## src/rtl/cwc_pkg.sv

```systemverilog
// Shared types, widths and helper functions of the changed word classifier.
package cwc_pkg;

	localparam int DATA_W   = 64;
	localparam int LINE_W   = 12;
	localparam int BYTE_W   = 19;
	localparam int WORD_W   = 16;
	localparam int LOW_BITS = 24;
	localparam int LANES    = DATA_W / 8;
	localparam int NBYTE_W  = $clog2(LANES + 1);
	localparam int WC_COUNT = 8;

	typedef enum logic [2:0] {
		WC_TAKEN,
		WC_LINK,
		WC_PREV,
		WC_OTHER,
		WC_LOWONLY,
		WC_ADOPTED,
		WC_OWN,
		WC_CARRIED
	} wc_idx_t;

	typedef struct packed {
		logic [NBYTE_W-1:0]  nbytes;
		logic                changed;
		logic                other;
		logic [WC_COUNT-1:0] wc_inc;
		logic                end_line;
		logic                end_chunk;
	} cwc_cls_t;

	function automatic logic [LINE_W-1:0] sat_inc_line(input logic [LINE_W-1:0] v);
		return (&v) ? v : v + LINE_W'(1);
	endfunction

	function automatic logic [WORD_W-1:0] sat_inc_word(input logic [WORD_W-1:0] v);
		return (&v) ? v : v + WORD_W'(1);
	endfunction

	function automatic logic [BYTE_W-1:0] sat_add_byte(input logic [BYTE_W-1:0] v,
		input logic [NBYTE_W-1:0] n);
		logic [BYTE_W:0] sum;
		sum = {1'b0, v} + (BYTE_W + 1)'(n);
		return sum[BYTE_W] ? {BYTE_W{1'b1}} : sum[BYTE_W-1:0];
	endfunction

endpackage

```

## src/rtl/cwc_in_if.sv

```systemverilog
// Word channel into the classifier.
interface cwc_in_if;
	logic                       valid;
	logic                       ready;
	logic [cwc_pkg::DATA_W-1:0] new_word;
	logic [cwc_pkg::DATA_W-1:0] old_word;
	logic                       taken_bit;
	logic                       link_bit;
	logic                       prev_taken_bit;
	logic                       adopted_bit;
	logic                       own_bit;
	logic                       carried_bit;
	logic                       last_in_line;
	logic                       last_in_chunk;

	modport source (output valid, new_word, old_word, taken_bit, link_bit, prev_taken_bit,
		adopted_bit, own_bit, carried_bit, last_in_line, last_in_chunk, input ready);
	modport sink (input valid, new_word, old_word, taken_bit, link_bit, prev_taken_bit,
		adopted_bit, own_bit, carried_bit, last_in_line, last_in_chunk, output ready);
endinterface

```

## src/rtl/cwc_out_if.sv

```systemverilog
// Chunk totals channel out of the classifier.
interface cwc_out_if;
	logic                       valid;
	logic                       ready;
	logic [cwc_pkg::LINE_W-1:0] lines_changed;
	logic [cwc_pkg::BYTE_W-1:0] bytes_changed;
	logic [cwc_pkg::WORD_W-1:0] taken_words;
	logic [cwc_pkg::WORD_W-1:0] link_words;
	logic [cwc_pkg::WORD_W-1:0] prev_taken_words;
	logic [cwc_pkg::WORD_W-1:0] other_words;
	logic [cwc_pkg::WORD_W-1:0] low_only_other_words;
	logic [cwc_pkg::LINE_W-1:0] lines_with_other;
	logic [cwc_pkg::WORD_W-1:0] adopted_words;
	logic [cwc_pkg::WORD_W-1:0] own_words;
	logic [cwc_pkg::WORD_W-1:0] carried_words;

	modport source (output valid, lines_changed, bytes_changed, taken_words, link_words,
		prev_taken_words, other_words, low_only_other_words, lines_with_other,
		adopted_words, own_words, carried_words, input ready);
	modport sink (input valid, lines_changed, bytes_changed, taken_words, link_words,
		prev_taken_words, other_words, low_only_other_words, lines_with_other,
		adopted_words, own_words, carried_words, output ready);
endinterface

```

## src/rtl/cwc_decode.sv

```systemverilog
// Difference, changed byte count and class decode of one word.
module cwc_decode (
	input  logic [cwc_pkg::DATA_W-1:0] new_word,
	input  logic [cwc_pkg::DATA_W-1:0] old_word,
	input  logic                       taken_bit,
	input  logic                       link_bit,
	input  logic                       prev_taken_bit,
	input  logic                       adopted_bit,
	input  logic                       own_bit,
	input  logic                       carried_bit,
	input  logic                       last_in_line,
	input  logic                       last_in_chunk,
	output cwc_pkg::cwc_cls_t          cls
);

	logic [cwc_pkg::DATA_W-1:0]  diff;
	logic [cwc_pkg::LANES-1:0]   nz;
	logic [cwc_pkg::NBYTE_W-1:0] nbytes;
	logic                        changed;
	logic                        other;
	logic                        low_only;
	logic [cwc_pkg::WC_COUNT-1:0] inc;

	assign diff = new_word ^ old_word;

	always_comb begin
		nbytes = '0;
		for (int b = 0; b < cwc_pkg::LANES; b++) begin
			nz[b]  = |diff[8*b +: 8];
			nbytes = nbytes + cwc_pkg::NBYTE_W'(nz[b]);
		end
	end

	assign changed  = |nz;
	assign low_only = ~|diff[cwc_pkg::DATA_W-1:cwc_pkg::LOW_BITS];
	assign other    = changed & ~taken_bit & ~link_bit & ~prev_taken_bit;

	always_comb begin
		inc                       = '0;
		inc[cwc_pkg::WC_TAKEN]    = changed & taken_bit;
		inc[cwc_pkg::WC_ADOPTED]  = changed & taken_bit & adopted_bit;
		inc[cwc_pkg::WC_OWN]      = changed & taken_bit & ~adopted_bit & own_bit;
		inc[cwc_pkg::WC_CARRIED]  = changed & taken_bit & ~adopted_bit & ~own_bit & carried_bit;
		inc[cwc_pkg::WC_LINK]     = changed & ~taken_bit & link_bit;
		inc[cwc_pkg::WC_PREV]     = changed & ~taken_bit & ~link_bit & prev_taken_bit;
		inc[cwc_pkg::WC_OTHER]    = other;
		inc[cwc_pkg::WC_LOWONLY]  = other & low_only;
	end

	assign cls.nbytes    = nbytes;
	assign cls.changed   = changed;
	assign cls.other     = other;
	assign cls.wc_inc    = inc;
	assign cls.end_line  = last_in_line;
	assign cls.end_chunk = last_in_chunk;

endmodule

```

## src/rtl/changed_word_classifier_unit.sv

```systemverilog
// Top level: decode register, chunk counters and result register.
// Path: a word accepted on word_in is decoded into the stage 1 register; a chunk-end
// word then carries its totals into the result register, which drives result_out.
// Throughput: one word per cycle; only a chunk-end word waits, and only while
// the result register still holds totals not yet taken.
// Reset: arst_n clears stage valid, line flags, all counters and result valid.
module changed_word_classifier_unit (
	input  logic          clk,
	input  logic          arst_n,
	cwc_in_if.sink        word_in,
	cwc_out_if.source     result_out
);

	cwc_pkg::cwc_cls_t            cls;
	cwc_pkg::cwc_cls_t            cls_s1;
	logic                         valid_s1;
	logic                         adv;
	logic                         out_free;

	logic                         line_chg_q;
	logic                         line_oth_q;
	logic [cwc_pkg::LINE_W-1:0]   lines_chg_q;
	logic [cwc_pkg::LINE_W-1:0]   lines_oth_q;
	logic [cwc_pkg::BYTE_W-1:0]   bytes_q;
	logic [cwc_pkg::WORD_W-1:0]   words_q [cwc_pkg::WC_COUNT];

	logic                         line_chg_nx;
	logic                         line_oth_nx;
	logic                         close_line;
	logic [cwc_pkg::LINE_W-1:0]   lines_chg_nx;
	logic [cwc_pkg::LINE_W-1:0]   lines_oth_nx;
	logic [cwc_pkg::BYTE_W-1:0]   bytes_nx;
	logic [cwc_pkg::WORD_W-1:0]   words_nx [cwc_pkg::WC_COUNT];

	logic                         out_valid_q;
	logic [cwc_pkg::LINE_W-1:0]   out_lines_chg_q;
	logic [cwc_pkg::LINE_W-1:0]   out_lines_oth_q;
	logic [cwc_pkg::BYTE_W-1:0]   out_bytes_q;
	logic [cwc_pkg::WORD_W-1:0]   out_words_q [cwc_pkg::WC_COUNT];

	cwc_decode u_decode (
		.new_word       (word_in.new_word),
		.old_word       (word_in.old_word),
		.taken_bit      (word_in.taken_bit),
		.link_bit       (word_in.link_bit),
		.prev_taken_bit (word_in.prev_taken_bit),
		.adopted_bit    (word_in.adopted_bit),
		.own_bit        (word_in.own_bit),
		.carried_bit    (word_in.carried_bit),
		.last_in_line   (word_in.last_in_line),
		.last_in_chunk  (word_in.last_in_chunk),
		.cls            (cls)
	);

	assign out_free      = !out_valid_q || result_out.ready;
	assign adv           = valid_s1 && (!cls_s1.end_chunk || out_free);
	assign word_in.ready = !valid_s1 || adv;

	always_ff @(posedge clk or negedge arst_n) begin
		if (!arst_n) begin
			valid_s1 <= 1'b0;
		end else if (word_in.ready) begin
			valid_s1 <= word_in.valid;
		end
	end

	always_ff @(posedge clk) begin
		if (word_in.ready && word_in.valid) begin
			cls_s1 <= cls;
		end
	end

	always_comb begin
		line_chg_nx  = line_chg_q | cls_s1.changed;
		line_oth_nx  = line_oth_q | cls_s1.other;
		close_line   = cls_s1.end_line | cls_s1.end_chunk;
		lines_chg_nx = (close_line && line_chg_nx) ? cwc_pkg::sat_inc_line(lines_chg_q)
			: lines_chg_q;
		lines_oth_nx = (close_line && line_oth_nx) ? cwc_pkg::sat_inc_line(lines_oth_q)
			: lines_oth_q;
		bytes_nx     = cwc_pkg::sat_add_byte(bytes_q, cls_s1.nbytes);
		for (int i = 0; i < cwc_pkg::WC_COUNT; i++) begin
			words_nx[i] = cls_s1.wc_inc[i] ? cwc_pkg::sat_inc_word(words_q[i]) : words_q[i];
		end
	end

	always_ff @(posedge clk or negedge arst_n) begin
		if (!arst_n) begin
			line_chg_q  <= 1'b0;
			line_oth_q  <= 1'b0;
			lines_chg_q <= '0;
			lines_oth_q <= '0;
			bytes_q     <= '0;
			for (int i = 0; i < cwc_pkg::WC_COUNT; i++) begin
				words_q[i] <= '0;
			end
		end else if (adv) begin
			if (cls_s1.end_chunk) begin
				line_chg_q  <= 1'b0;
				line_oth_q  <= 1'b0;
				lines_chg_q <= '0;
				lines_oth_q <= '0;
				bytes_q     <= '0;
				for (int i = 0; i < cwc_pkg::WC_COUNT; i++) begin
					words_q[i] <= '0;
				end
			end else begin
				line_chg_q  <= close_line ? 1'b0 : line_chg_nx;
				line_oth_q  <= close_line ? 1'b0 : line_oth_nx;
				lines_chg_q <= lines_chg_nx;
				lines_oth_q <= lines_oth_nx;
				bytes_q     <= bytes_nx;
				for (int i = 0; i < cwc_pkg::WC_COUNT; i++) begin
					words_q[i] <= words_nx[i];
				end
			end
		end
	end

	always_ff @(posedge clk or negedge arst_n) begin
		if (!arst_n) begin
			out_valid_q <= 1'b0;
		end else if (adv && cls_s1.end_chunk) begin
			out_valid_q <= 1'b1;
		end else if (result_out.ready) begin
			out_valid_q <= 1'b0;
		end
	end

	always_ff @(posedge clk) begin
		if (adv && cls_s1.end_chunk) begin
			out_lines_chg_q <= lines_chg_nx;
			out_lines_oth_q <= lines_oth_nx;
			out_bytes_q     <= bytes_nx;
			for (int i = 0; i < cwc_pkg::WC_COUNT; i++) begin
				out_words_q[i] <= words_nx[i];
			end
		end
	end

	assign result_out.valid                = out_valid_q;
	assign result_out.lines_changed        = out_lines_chg_q;
	assign result_out.bytes_changed        = out_bytes_q;
	assign result_out.taken_words          = out_words_q[cwc_pkg::WC_TAKEN];
	assign result_out.link_words           = out_words_q[cwc_pkg::WC_LINK];
	assign result_out.prev_taken_words     = out_words_q[cwc_pkg::WC_PREV];
	assign result_out.other_words          = out_words_q[cwc_pkg::WC_OTHER];
	assign result_out.low_only_other_words = out_words_q[cwc_pkg::WC_LOWONLY];
	assign result_out.lines_with_other     = out_lines_oth_q;
	assign result_out.adopted_words        = out_words_q[cwc_pkg::WC_ADOPTED];
	assign result_out.own_words            = out_words_q[cwc_pkg::WC_OWN];
	assign result_out.carried_words        = out_words_q[cwc_pkg::WC_CARRIED];

endmodule

```

## src/flat_wrapper.sv

```systemverilog
// flat-port wrapper written by rule: the top's interface ports become plain ports
module changed_word_classifier_unit_flat 
  (clk, arst_n, word_in_valid, word_in_new_word, word_in_old_word, word_in_taken_bit, word_in_link_bit, word_in_prev_taken_bit, word_in_adopted_bit, word_in_own_bit, word_in_carried_bit, word_in_last_in_line, word_in_last_in_chunk, word_in_ready, result_out_valid, result_out_lines_changed, result_out_bytes_changed, result_out_taken_words, result_out_link_words, result_out_prev_taken_words, result_out_other_words, result_out_low_only_other_words, result_out_lines_with_other, result_out_adopted_words, result_out_own_words, result_out_carried_words, result_out_ready);
  cwc_in_if word_in_i ();
  cwc_out_if result_out_i ();
  input  logic clk;
  input  logic arst_n;
  input wire logic [$bits(word_in_i.valid)-1:0] word_in_valid;
  input wire logic [$bits(word_in_i.new_word)-1:0] word_in_new_word;
  input wire logic [$bits(word_in_i.old_word)-1:0] word_in_old_word;
  input wire logic [$bits(word_in_i.taken_bit)-1:0] word_in_taken_bit;
  input wire logic [$bits(word_in_i.link_bit)-1:0] word_in_link_bit;
  input wire logic [$bits(word_in_i.prev_taken_bit)-1:0] word_in_prev_taken_bit;
  input wire logic [$bits(word_in_i.adopted_bit)-1:0] word_in_adopted_bit;
  input wire logic [$bits(word_in_i.own_bit)-1:0] word_in_own_bit;
  input wire logic [$bits(word_in_i.carried_bit)-1:0] word_in_carried_bit;
  input wire logic [$bits(word_in_i.last_in_line)-1:0] word_in_last_in_line;
  input wire logic [$bits(word_in_i.last_in_chunk)-1:0] word_in_last_in_chunk;
  output wire logic [$bits(word_in_i.ready)-1:0] word_in_ready;
  output wire logic [$bits(result_out_i.valid)-1:0] result_out_valid;
  output wire logic [$bits(result_out_i.lines_changed)-1:0] result_out_lines_changed;
  output wire logic [$bits(result_out_i.bytes_changed)-1:0] result_out_bytes_changed;
  output wire logic [$bits(result_out_i.taken_words)-1:0] result_out_taken_words;
  output wire logic [$bits(result_out_i.link_words)-1:0] result_out_link_words;
  output wire logic [$bits(result_out_i.prev_taken_words)-1:0] result_out_prev_taken_words;
  output wire logic [$bits(result_out_i.other_words)-1:0] result_out_other_words;
  output wire logic [$bits(result_out_i.low_only_other_words)-1:0] result_out_low_only_other_words;
  output wire logic [$bits(result_out_i.lines_with_other)-1:0] result_out_lines_with_other;
  output wire logic [$bits(result_out_i.adopted_words)-1:0] result_out_adopted_words;
  output wire logic [$bits(result_out_i.own_words)-1:0] result_out_own_words;
  output wire logic [$bits(result_out_i.carried_words)-1:0] result_out_carried_words;
  input wire logic [$bits(result_out_i.ready)-1:0] result_out_ready;
  assign word_in_i.valid = word_in_valid;
  assign word_in_i.new_word = word_in_new_word;
  assign word_in_i.old_word = word_in_old_word;
  assign word_in_i.taken_bit = word_in_taken_bit;
  assign word_in_i.link_bit = word_in_link_bit;
  assign word_in_i.prev_taken_bit = word_in_prev_taken_bit;
  assign word_in_i.adopted_bit = word_in_adopted_bit;
  assign word_in_i.own_bit = word_in_own_bit;
  assign word_in_i.carried_bit = word_in_carried_bit;
  assign word_in_i.last_in_line = word_in_last_in_line;
  assign word_in_i.last_in_chunk = word_in_last_in_chunk;
  assign word_in_ready = word_in_i.ready;
  assign result_out_valid = result_out_i.valid;
  assign result_out_lines_changed = result_out_i.lines_changed;
  assign result_out_bytes_changed = result_out_i.bytes_changed;
  assign result_out_taken_words = result_out_i.taken_words;
  assign result_out_link_words = result_out_i.link_words;
  assign result_out_prev_taken_words = result_out_i.prev_taken_words;
  assign result_out_other_words = result_out_i.other_words;
  assign result_out_low_only_other_words = result_out_i.low_only_other_words;
  assign result_out_lines_with_other = result_out_i.lines_with_other;
  assign result_out_adopted_words = result_out_i.adopted_words;
  assign result_out_own_words = result_out_i.own_words;
  assign result_out_carried_words = result_out_i.carried_words;
  assign result_out_i.ready = result_out_ready;
  changed_word_classifier_unit u_core (.clk(clk), .arst_n(arst_n), .word_in(word_in_i), .result_out(result_out_i));
endmodule
```

## config.mk

```make
export PLATFORM = sky130hd
export DESIGN_NAME = changed_word_classifier_unit_flat
export DESIGN_NICKNAME = d
export VERILOG_FILES = /design/src/rtl/cwc_pkg.sv /design/src/rtl/cwc_in_if.sv /design/src/rtl/cwc_out_if.sv /design/src/rtl/cwc_decode.sv /design/src/rtl/changed_word_classifier_unit.sv /design/src/flat_wrapper.sv
export SDC_FILE = /design/constraint.sdc
export NUM_CORES = 1
export LEC_CHECK = 0
export ABC_AREA = 1
export BUFFER_PORTS_ARGS = -buffer_cell sky130_fd_sc_hd__buf_2
export CAP_MARGIN = 20
export CORE_UTILIZATION = 54
export CTS_BUF_LIST = sky130_fd_sc_hd__clkbuf_4
export DETAILED_ROUTE_END_ITERATION = 16
export PLACE_DENSITY = 0.87
export SETUP_SLACK_MARGIN = 0.15
export SLEW_MARGIN = 10
export SYNTH_ARGS = -nofsm -noshare
export SYNTH_HDL_FRONTEND = slang
export SYNTH_HIERARCHICAL = 1
export SYNTH_SLANG_ARGS = --single-unit
```

## constraint.sdc

```tcl
create_clock -name clk -period 4.7 [get_ports clk]
set_input_delay 0.235 -clock clk [delete_from_list [all_inputs] [get_ports clk]]
set_output_delay 0.235 -clock clk [all_outputs]
set_load 0.005 [all_outputs]
```

==> results.sh, run 1 <==
export IMPL_outcome="finished, final reports clean"
export IMPL_nets=3034
export IMPL_rrSetupSlack_ns=1.99
export IMPL_syn_avg_cell_area_um2=7.969
export IMPL_vias_per_cell=5.199
export IMPL_cpPeakStageDelay_ns=0.53
export IMPL_switching_share_pct=28.03
export IMPL_fp_dieArea_um2=37770
export IMPL_hpwlAfterDp_mm=34.22
export IMPL_rsz0062_at_grt="false"
export IMPL_netlist_top_cells_count="nand2_1 (831), inv_1 (372), nand3_1 (246)"
export IMPL_core_um2=36520
export IMPL_p_int_uw=5416
export IMPL_drt_initial_drc_count=1237
export IMPL_synth_seq_area_share_pct=50.03
export IMPL_fill_cells=2908
export IMPL_cp_slowest_cell="fa_1"
export IMPL_switchingPower_uw=2109
export IMPL_vias=17790
export IMPL_grt_pass1_vias=17600
export IMPL_cp_end_kind="register"
export IMPL_yosysWarnings=6
export IMPL_final_cells=3421
export IMPL_synthCells=2507
export IMPL_hold_violations=0
export IMPL_synth_top_area_share_pct=28.11
export IMPL_ir_worst_vdd_v=0.0001404
export IMPL_r2r_end="u_core/result_out.bytes_changed[5]$_DFFE_PP_"
export IMPL_synth_seq_cells=362
export IMPL_synth_distinct_cells=43
export IMPL_drc=0
export IMPL_maxSlewViolCount=0
export IMPL_crit_required_ns=5.16
export IMPL_pwr_share_clk_pct=36.7
export IMPL_comb_power_share_pct=13.1
export IMPL_synth_flop_cell="edfxtp_1"
export IMPL_synthTopCellsByArea="edfxtp_1 (28%), dfrtp_1 (22%), nand2_1 (16%)"
export IMPL_tightest_slew_ns=0.9976
export IMPL_powerDensity_nw_per_um2=322.4
export IMPL_io_pins=313
export IMPL_arrival_ns=3.49
export IMPL_dp_cells=3227
export IMPL_yosysMostFrequentCell="nand2_1"
export IMPL_reg2reg_depth=6
export IMPL_rows=70
export IMPL_hold_class="in -> async"
export IMPL_synth_edf_count=187
export IMPL_cts_num_sinks=362
export IMPL_period_needed_ns=3.026
export IMPL_synth_largest_area_cell="edfxtp_1"
export IMPL_crit_reg2reg_launch="u_core/cls_s1[0]$_DFFE_PP_"
export IMPL_cts_buffer_depth=3
export IMPL_drt_wl_total_mm=50.26
export IMPL_die_w_um=194.3
export IMPL_root_buffer="clkbuf_4"
export IMPL_overflow=0
export IMPL_max_freq_ghz=0.3305
export IMPL_syn2layout_area_growth_pct=16.83
export IMPL_syn_area_um2=19980
export IMPL_crit_fanout=2
export IMPL_dr_pass1_iters=5
export IMPL_path_cells="buf_2 -> xnor2_1 -> nand4_1 -> nor4_1 -> fa_1 -> fa_1 -> fa_1 -> inv_1 -> ha_1 -> inv_1 -> fa_1 -> xnor2_1"
export IMPL_path_common_cell="fa_1"
export IMPL_grt_antenna_before_repair=3
export IMPL_power_uw=7525
export IMPL_cts_tree="done"
export IMPL_cts_max_level=3
export IMPL_grtUsageTotal_pct=26.68
export IMPL_slew_headroom_pct=33.49
export IMPL_finClkSkew_ns=0.04456
export IMPL_grt_pass1_wl_mm=81.44
export IMPL_tns_ns=0
export IMPL_place_congestion=0.9055
export IMPL_period_share_pct=64.37
export IMPL_drv_cap=0
export IMPL_insertion_delay_ns=0.74
export IMPL_synthArstFlopShare_pct=48.34
export IMPL_startpoint_type="input pin"
export IMPL_routedWlPerCell_um=14.69
export IMPL_numCtsBuffers=92
export IMPL_grt_start_max_net_pins=140
export IMPL_crit_type="in -> reg"
export IMPL_clkTransAtPathRegs_ns=0.07
export IMPL_die_h_um=194.3
export IMPL_p_leak_uw=0.01170
export IMPL_drive_above_1_share_pct=19.15
export IMPL_sequentialPowerShare_pct=50.2
export IMPL_portBuffers=312
export IMPL_postSynthNetCount=2670
export IMPL_postRouteAntennaNets=0
export IMPL_floorplan_initialDensity_pct=54.70
export IMPL_finalSetupViolCount=0
## worst max-delay path by stage
stage,start,to,slack (ns)
2_1_floorplan,u_core/cls_s1[0]$_DFFE_PP_,u_core/out_words_q[0][0]$_DFFE_PP_,0.68
3_3_place_gp,word_in_old_word[4],u_core/cls_s1[13]$_DFFE_PP_,1.10
3_5_place_dp,word_in_old_word[4],u_core/cls_s1[14]$_DFFE_PP_,0.95
4_1_cts,word_in_old_word[4],u_core/cls_s1[14]$_DFFE_PP_,1.74
5_1_grt,word_in_old_word[4],u_core/cls_s1[14]$_DFFE_PP_,1.63
6_report,word_in_old_word[4],u_core/cls_s1[14]$_DFFE_PP_,1.67
## sequential cells by signal, indices dropped and copies added (netlist names)
name / cells
u_core/bytes_q: 19
u_core/cls_s1: 16
u_core/line_chg_q: 1
u_core/line_oth_q: 1
u_core/lines_chg_q: 12
u_core/lines_oth_q: 12
u_core/out_words_q: 128
u_core/result_out.bytes_changed: 19
u_core/result_out.lines_changed: 12
u_core/result_out.lines_with_other: 12
u_core/result_out.valid: 1
u_core/valid_s1: 1
u_core/words_q: 128
## final cells by class
cell class	count	area (um2)	share of cell area, %
Clock inverter	28	141.4	0.6057
Clock buffer	145	1089	4.664
Multi-Input combinational cell	1704	8274	35.45
Antenna cell	3	7.507	0.03216
Tap cell	468	585.6	2.509
Timing Repair Buffer	339	1849	7.923
Sequential cell	362	9995	42.82
Inverter	372	1400	5.998
## per-stage QoR
stage                     setup slack [ns]  hold slack, ns  instance area [um2]  utilization (%)
after global placement               1.096          0.3582                21900            59.97
after global routing                 1.634          0.1542                23340            63.91
final                                1.674          0.1569                23340            63.91
after CTS                            1.737          0.1256                23300            63.80
after detailed placement            0.9505          0.3711                21900            59.97
after floorplan                     0.6818        -0.06059                19980                -
## worst max-delay path, delay by kind of cell
family	cells	cell delay, ns
adder cells (fa/ha/maj)	5	2.06
AND/OR/NAND/NOR	2	0.57
XOR/XNOR	2	0.38
buffers and inverters	3	0.25
## routing by layer
| layer | wire length (um) | vias to the layer above | track usage [%] |
|---|---|---|---|
| met3 | 3362 | 165 | 6.004 |
| met1 | 19840 | 8132 | 30.39 |
| met5 | 0 | - | 0 |
| met2 | 24220 | 716 | 45.40 |
| li1 | - | 8772 | - |
| met4 | 2841 | 0 | 17.17 |
## power by group through the flow
stage               registers, uW  clock network [uW]  logic [uW]
floorplan                    3800                   0         597
global placement             3830                   0         912
detailed placement           3840                   0         953
CTS                          3780                2850         970
global route                 3810                3020        1100
finish                       3780                2760         983
## logic make-up after synthesis
family | after synthesis | synth area share (%)
and+or+nand+nor | 1455 | 32.17
AOI/OAI and AO/OA | 151 | 4.221
buffers and inverters | 441 | 8.630
DFF | 362 | 50.03
xor gates and xnor gates | 75 | 3.326
adders and majority gates | 23 | 1.628
## what timing repair did
action                                 4_1_cts  5_1_grt
gates resized for setup                      0        0
endpoints found under the hold margin       94        0
buffers inserted                             0        0
hold buffers                                17        0
## cells in the final DEF (no fill, tap or decap), drive strengths merged
| cell type | netlist | final |
|---|---|---|
| clkinvlp | 0 | 2 |
| nand3 | 261 | 261 |
| or2 | 18 | 18 |
| ha | 18 | 18 |
| clkbuf | 32 | 145 |
| dlygate4sd3 | 0 | 17 |
| fa | 5 | 5 |
| bufinv | 0 | 1 |
| buf | 37 | 322 |
| o211ai | 21 | 21 |
| o22ai | 7 | 7 |
| nand3b | 12 | 12 |
| and2 | 30 | 30 |
| nor3 | 18 | 18 |
| edfxtp | 187 | 187 |
| diode | 0 | 3 |
| nand2 | 846 | 846 |
| a21oi | 3 | 3 |
| o21ai | 113 | 113 |
| clkinv | 0 | 25 |
| nor4 | 1 | 1 |
| dfrtp | 175 | 175 |
| inv | 372 | 372 |
| nor2 | 211 | 211 |
| nand4 | 58 | 58 |
| o21bai | 2 | 2 |
| o2111ai | 1 | 1 |
| xnor2 | 33 | 33 |
| xor2 | 42 | 42 |
| a22oi | 1 | 1 |
| o21a | 3 | 3 |
No activity file was read; power rests on OpenSTA's default activity.
==> inputs of run 2 (changes only) <==
==> constraint.sdc (replaced) <==
create_clock -name clk -period 2.75 [get_ports clk]
set_input_delay 0.1375 -clock clk [delete_from_list [all_inputs] [get_ports clk]]
set_output_delay 0.1375 -clock clk [all_outputs]
set_load 0.005 [all_outputs]
==> run 2 against run 1 <==
  * Global-route usage up 0.66 points
  * Largest power group unchanged
  * Sequential share of layout area fell by 0.56 points
  * Combinational power increased by 74%
  * Power up 73%
  * Highest routed layer unchanged
  * Clock-buffer cell count up 2
==> results.sh, run 2 (synthesis results as in run 1) <==
export IMPL_vias_per_cell=5.256
export IMPL_finalSetupViolCount=0
export IMPL_drc=0
export IMPL_reg_top3="u_core/out_words_q x128, u_core/words_q x128"
export IMPL_portBuffers=312
export IMPL_period_share_pct=97.78
export IMPL_hold_violations=0
export IMPL_cts_max_level=3
export IMPL_cts_num_sinks=362
export IMPL_startpoint_type="input pin"
export IMPL_drt_initial_drc_count=1312
export IMPL_die_w_um=194.3
export IMPL_drt_wl_total_mm=51.04
export IMPL_crit_type="in -> reg"
export IMPL_rows=70
export IMPL_io_pins=313
export IMPL_nets=3056
export IMPL_rrSetupSlack_ns=0.52
export IMPL_p_leak_uw=0.01186
export IMPL_insertion_delay_ns=0.72
export IMPL_fp_dieArea_um2=37770
export IMPL_seqCellArea_um2=9995
export IMPL_dr_pass1_iters=7
export IMPL_hpwlAfterDp_mm=35.90
export IMPL_grt_pass1_vias=18000
export IMPL_vias=18120
export IMPL_most_common_layout_cells="nand2_1 (829), inv_1 (368), buf_2 (311), nand3_1 (245), edfxtp_1 (187)"
export IMPL_tightest_slew_ns=0.7807
export IMPL_overflow=0
export IMPL_dp_cells=3244
export IMPL_crit_fanout=2
export IMPL_drive_above_1_share_pct=20.16
export IMPL_clkTransAtPathRegs_ns=0.07
export IMPL_cpPeakStageDelay_ns=0.57
export IMPL_fin_hold_ws_ns=0.1143
export IMPL_cp_slowest_cell="fa_1"
export IMPL_grtUsageTotal_pct=27.34
export IMPL_cts_buffer_depth=3
export IMPL_final_common_cell="nand2_1"
export IMPL_routedWlPerCell_um=14.81
export IMPL_core_um2=36520
export IMPL_multiInputGateArea_um2=8347
export IMPL_period_needed_ns=2.689
export IMPL_path_cells="buf_2 -> xnor2_2 -> nand4_1 -> nor4_4 -> fa_1 -> fa_1 -> fa_2 -> inv_2 -> ha_4 -> inv_2 -> fa_2 -> inv_1"
export IMPL_syn2layout_area_growth_pct=18.37
export IMPL_arrival_ns=3.15
export IMPL_slew_headroom_pct=47.90
export IMPL_tns_ns=0
export IMPL_final_cells=3447
export IMPL_maxSlewViolCount=0
export IMPL_fill_cells=2941
export IMPL_numCtsBuffers=93
export IMPL_grt_start_max_net_pins=140
export IMPL_outcome="finished, final reports clean"
export IMPL_grt_antenna_before_repair=8
export IMPL_place_congestion=0.9034
export IMPL_grt_pass1_wl_mm=83.67
export IMPL_cp_end_kind="register"
export IMPL_floorplan_initialDensity_pct=54.70
export IMPL_hold_class="in -> reg"
export IMPL_powerDensity_nw_per_um2=549.0
export IMPL_root_buffer="clkbuf_4"
export IMPL_ir_worst_vdd_v=0.0002609
export IMPL_drv_cap=0
export IMPL_rsz0062_at_grt="true"
export IMPL_die_h_um=194.3
export IMPL_finClkSkew_ns=0.03195
export IMPL_postRouteAntennaNets=0
export IMPL_cts_tree="done"
export IMPL_crit_required_ns=3.21
export IMPL_max_freq_ghz=0.3719
run 2: report_power, final:
part	switching (uW)	internal, uW	total (uW)
Combinational	1060	650	1710
Sequential	315	6140	6450
Clock	2200	2620	4820
Total	3580	9400	13000
run 2: layout make-up:
type	count	share of cell area, %
Timing Repair Buffer	360	8.630
Multi-Input combinational cell	1704	35.30
Inverter	372	5.921
Tap cell	468	2.476
Antenna cell	8	0.08466
Clock buffer	147	4.667
Clock inverter	26	0.6614
Sequential cell	362	42.26
run 2: path summary, 6_finish.rpt:
path / startpoint / to / cells past startpoint
setup / recovery: word_in_old_word[5] / u_core/cls_s1[13]$_DFFE_PP_ / 12
hold / removal: word_in_old_word[19] / u_core/cls_s1[12]$_DFFE_PP_ / 8
setup reg to reg: u_core/cls_s1[0]$_DFFE_PP_ / u_core/valid_s1$_DFFE_PN0N_ / 5
hold reg to reg: u_core/lines_oth_q[8]$_DFFE_PN0P_ / u_core/lines_oth_q[8]$_DFFE_PN0P_ / 2
max in group asynchronous: arst_n / u_core/words_q[5]$_DFFE_PN0P_ / 4
min in group asynchronous: arst_n / u_core/words_q[108]$_DFFE_PN0P_ / 4
run 2: per-layer routing:
layer	up-vias	global-route usage, %	share of wire (%)
met5	-	0	0
met4	0	15.40	4.2
met3	127	4.824	5.9
met2	682	47.64	50
met1	8469	31.92	40
li1	8841	-	-
run 2: critical path, delay by kind of cell:
kind / cells / cell delay [ns]
buf+inv: 4 / 0.26
xor+xnor: 1 / 0.21
simple gates: 2 / 0.37
fa+ha+maj: 5 / 2.15
run 2: timing repair:
action                                 in CTS  in global routing
pin swaps                                   3                  0
setup endpoints to repair                   2                  2
gates resized for setup                     3                  0
endpoints found under the hold margin     189                  0
hold buffers                               21                  0
setup buffers                               0                  1
run 2: per-stage QoR:
stage          power (uW)  cell area, um2  utilization (%)  setup slack, ns
5_1_grt             13680           23650            64.75          0.09483
4_1_cts             13150           23620            64.67           0.1636
3_3_place_gp         8125           22120            60.57          -0.7316
3_5_place_dp         8229           22120            60.57          -0.8371
2_1_floorplan        7519           20050                -           -1.124
6_report            12980           23650            64.75          0.06091
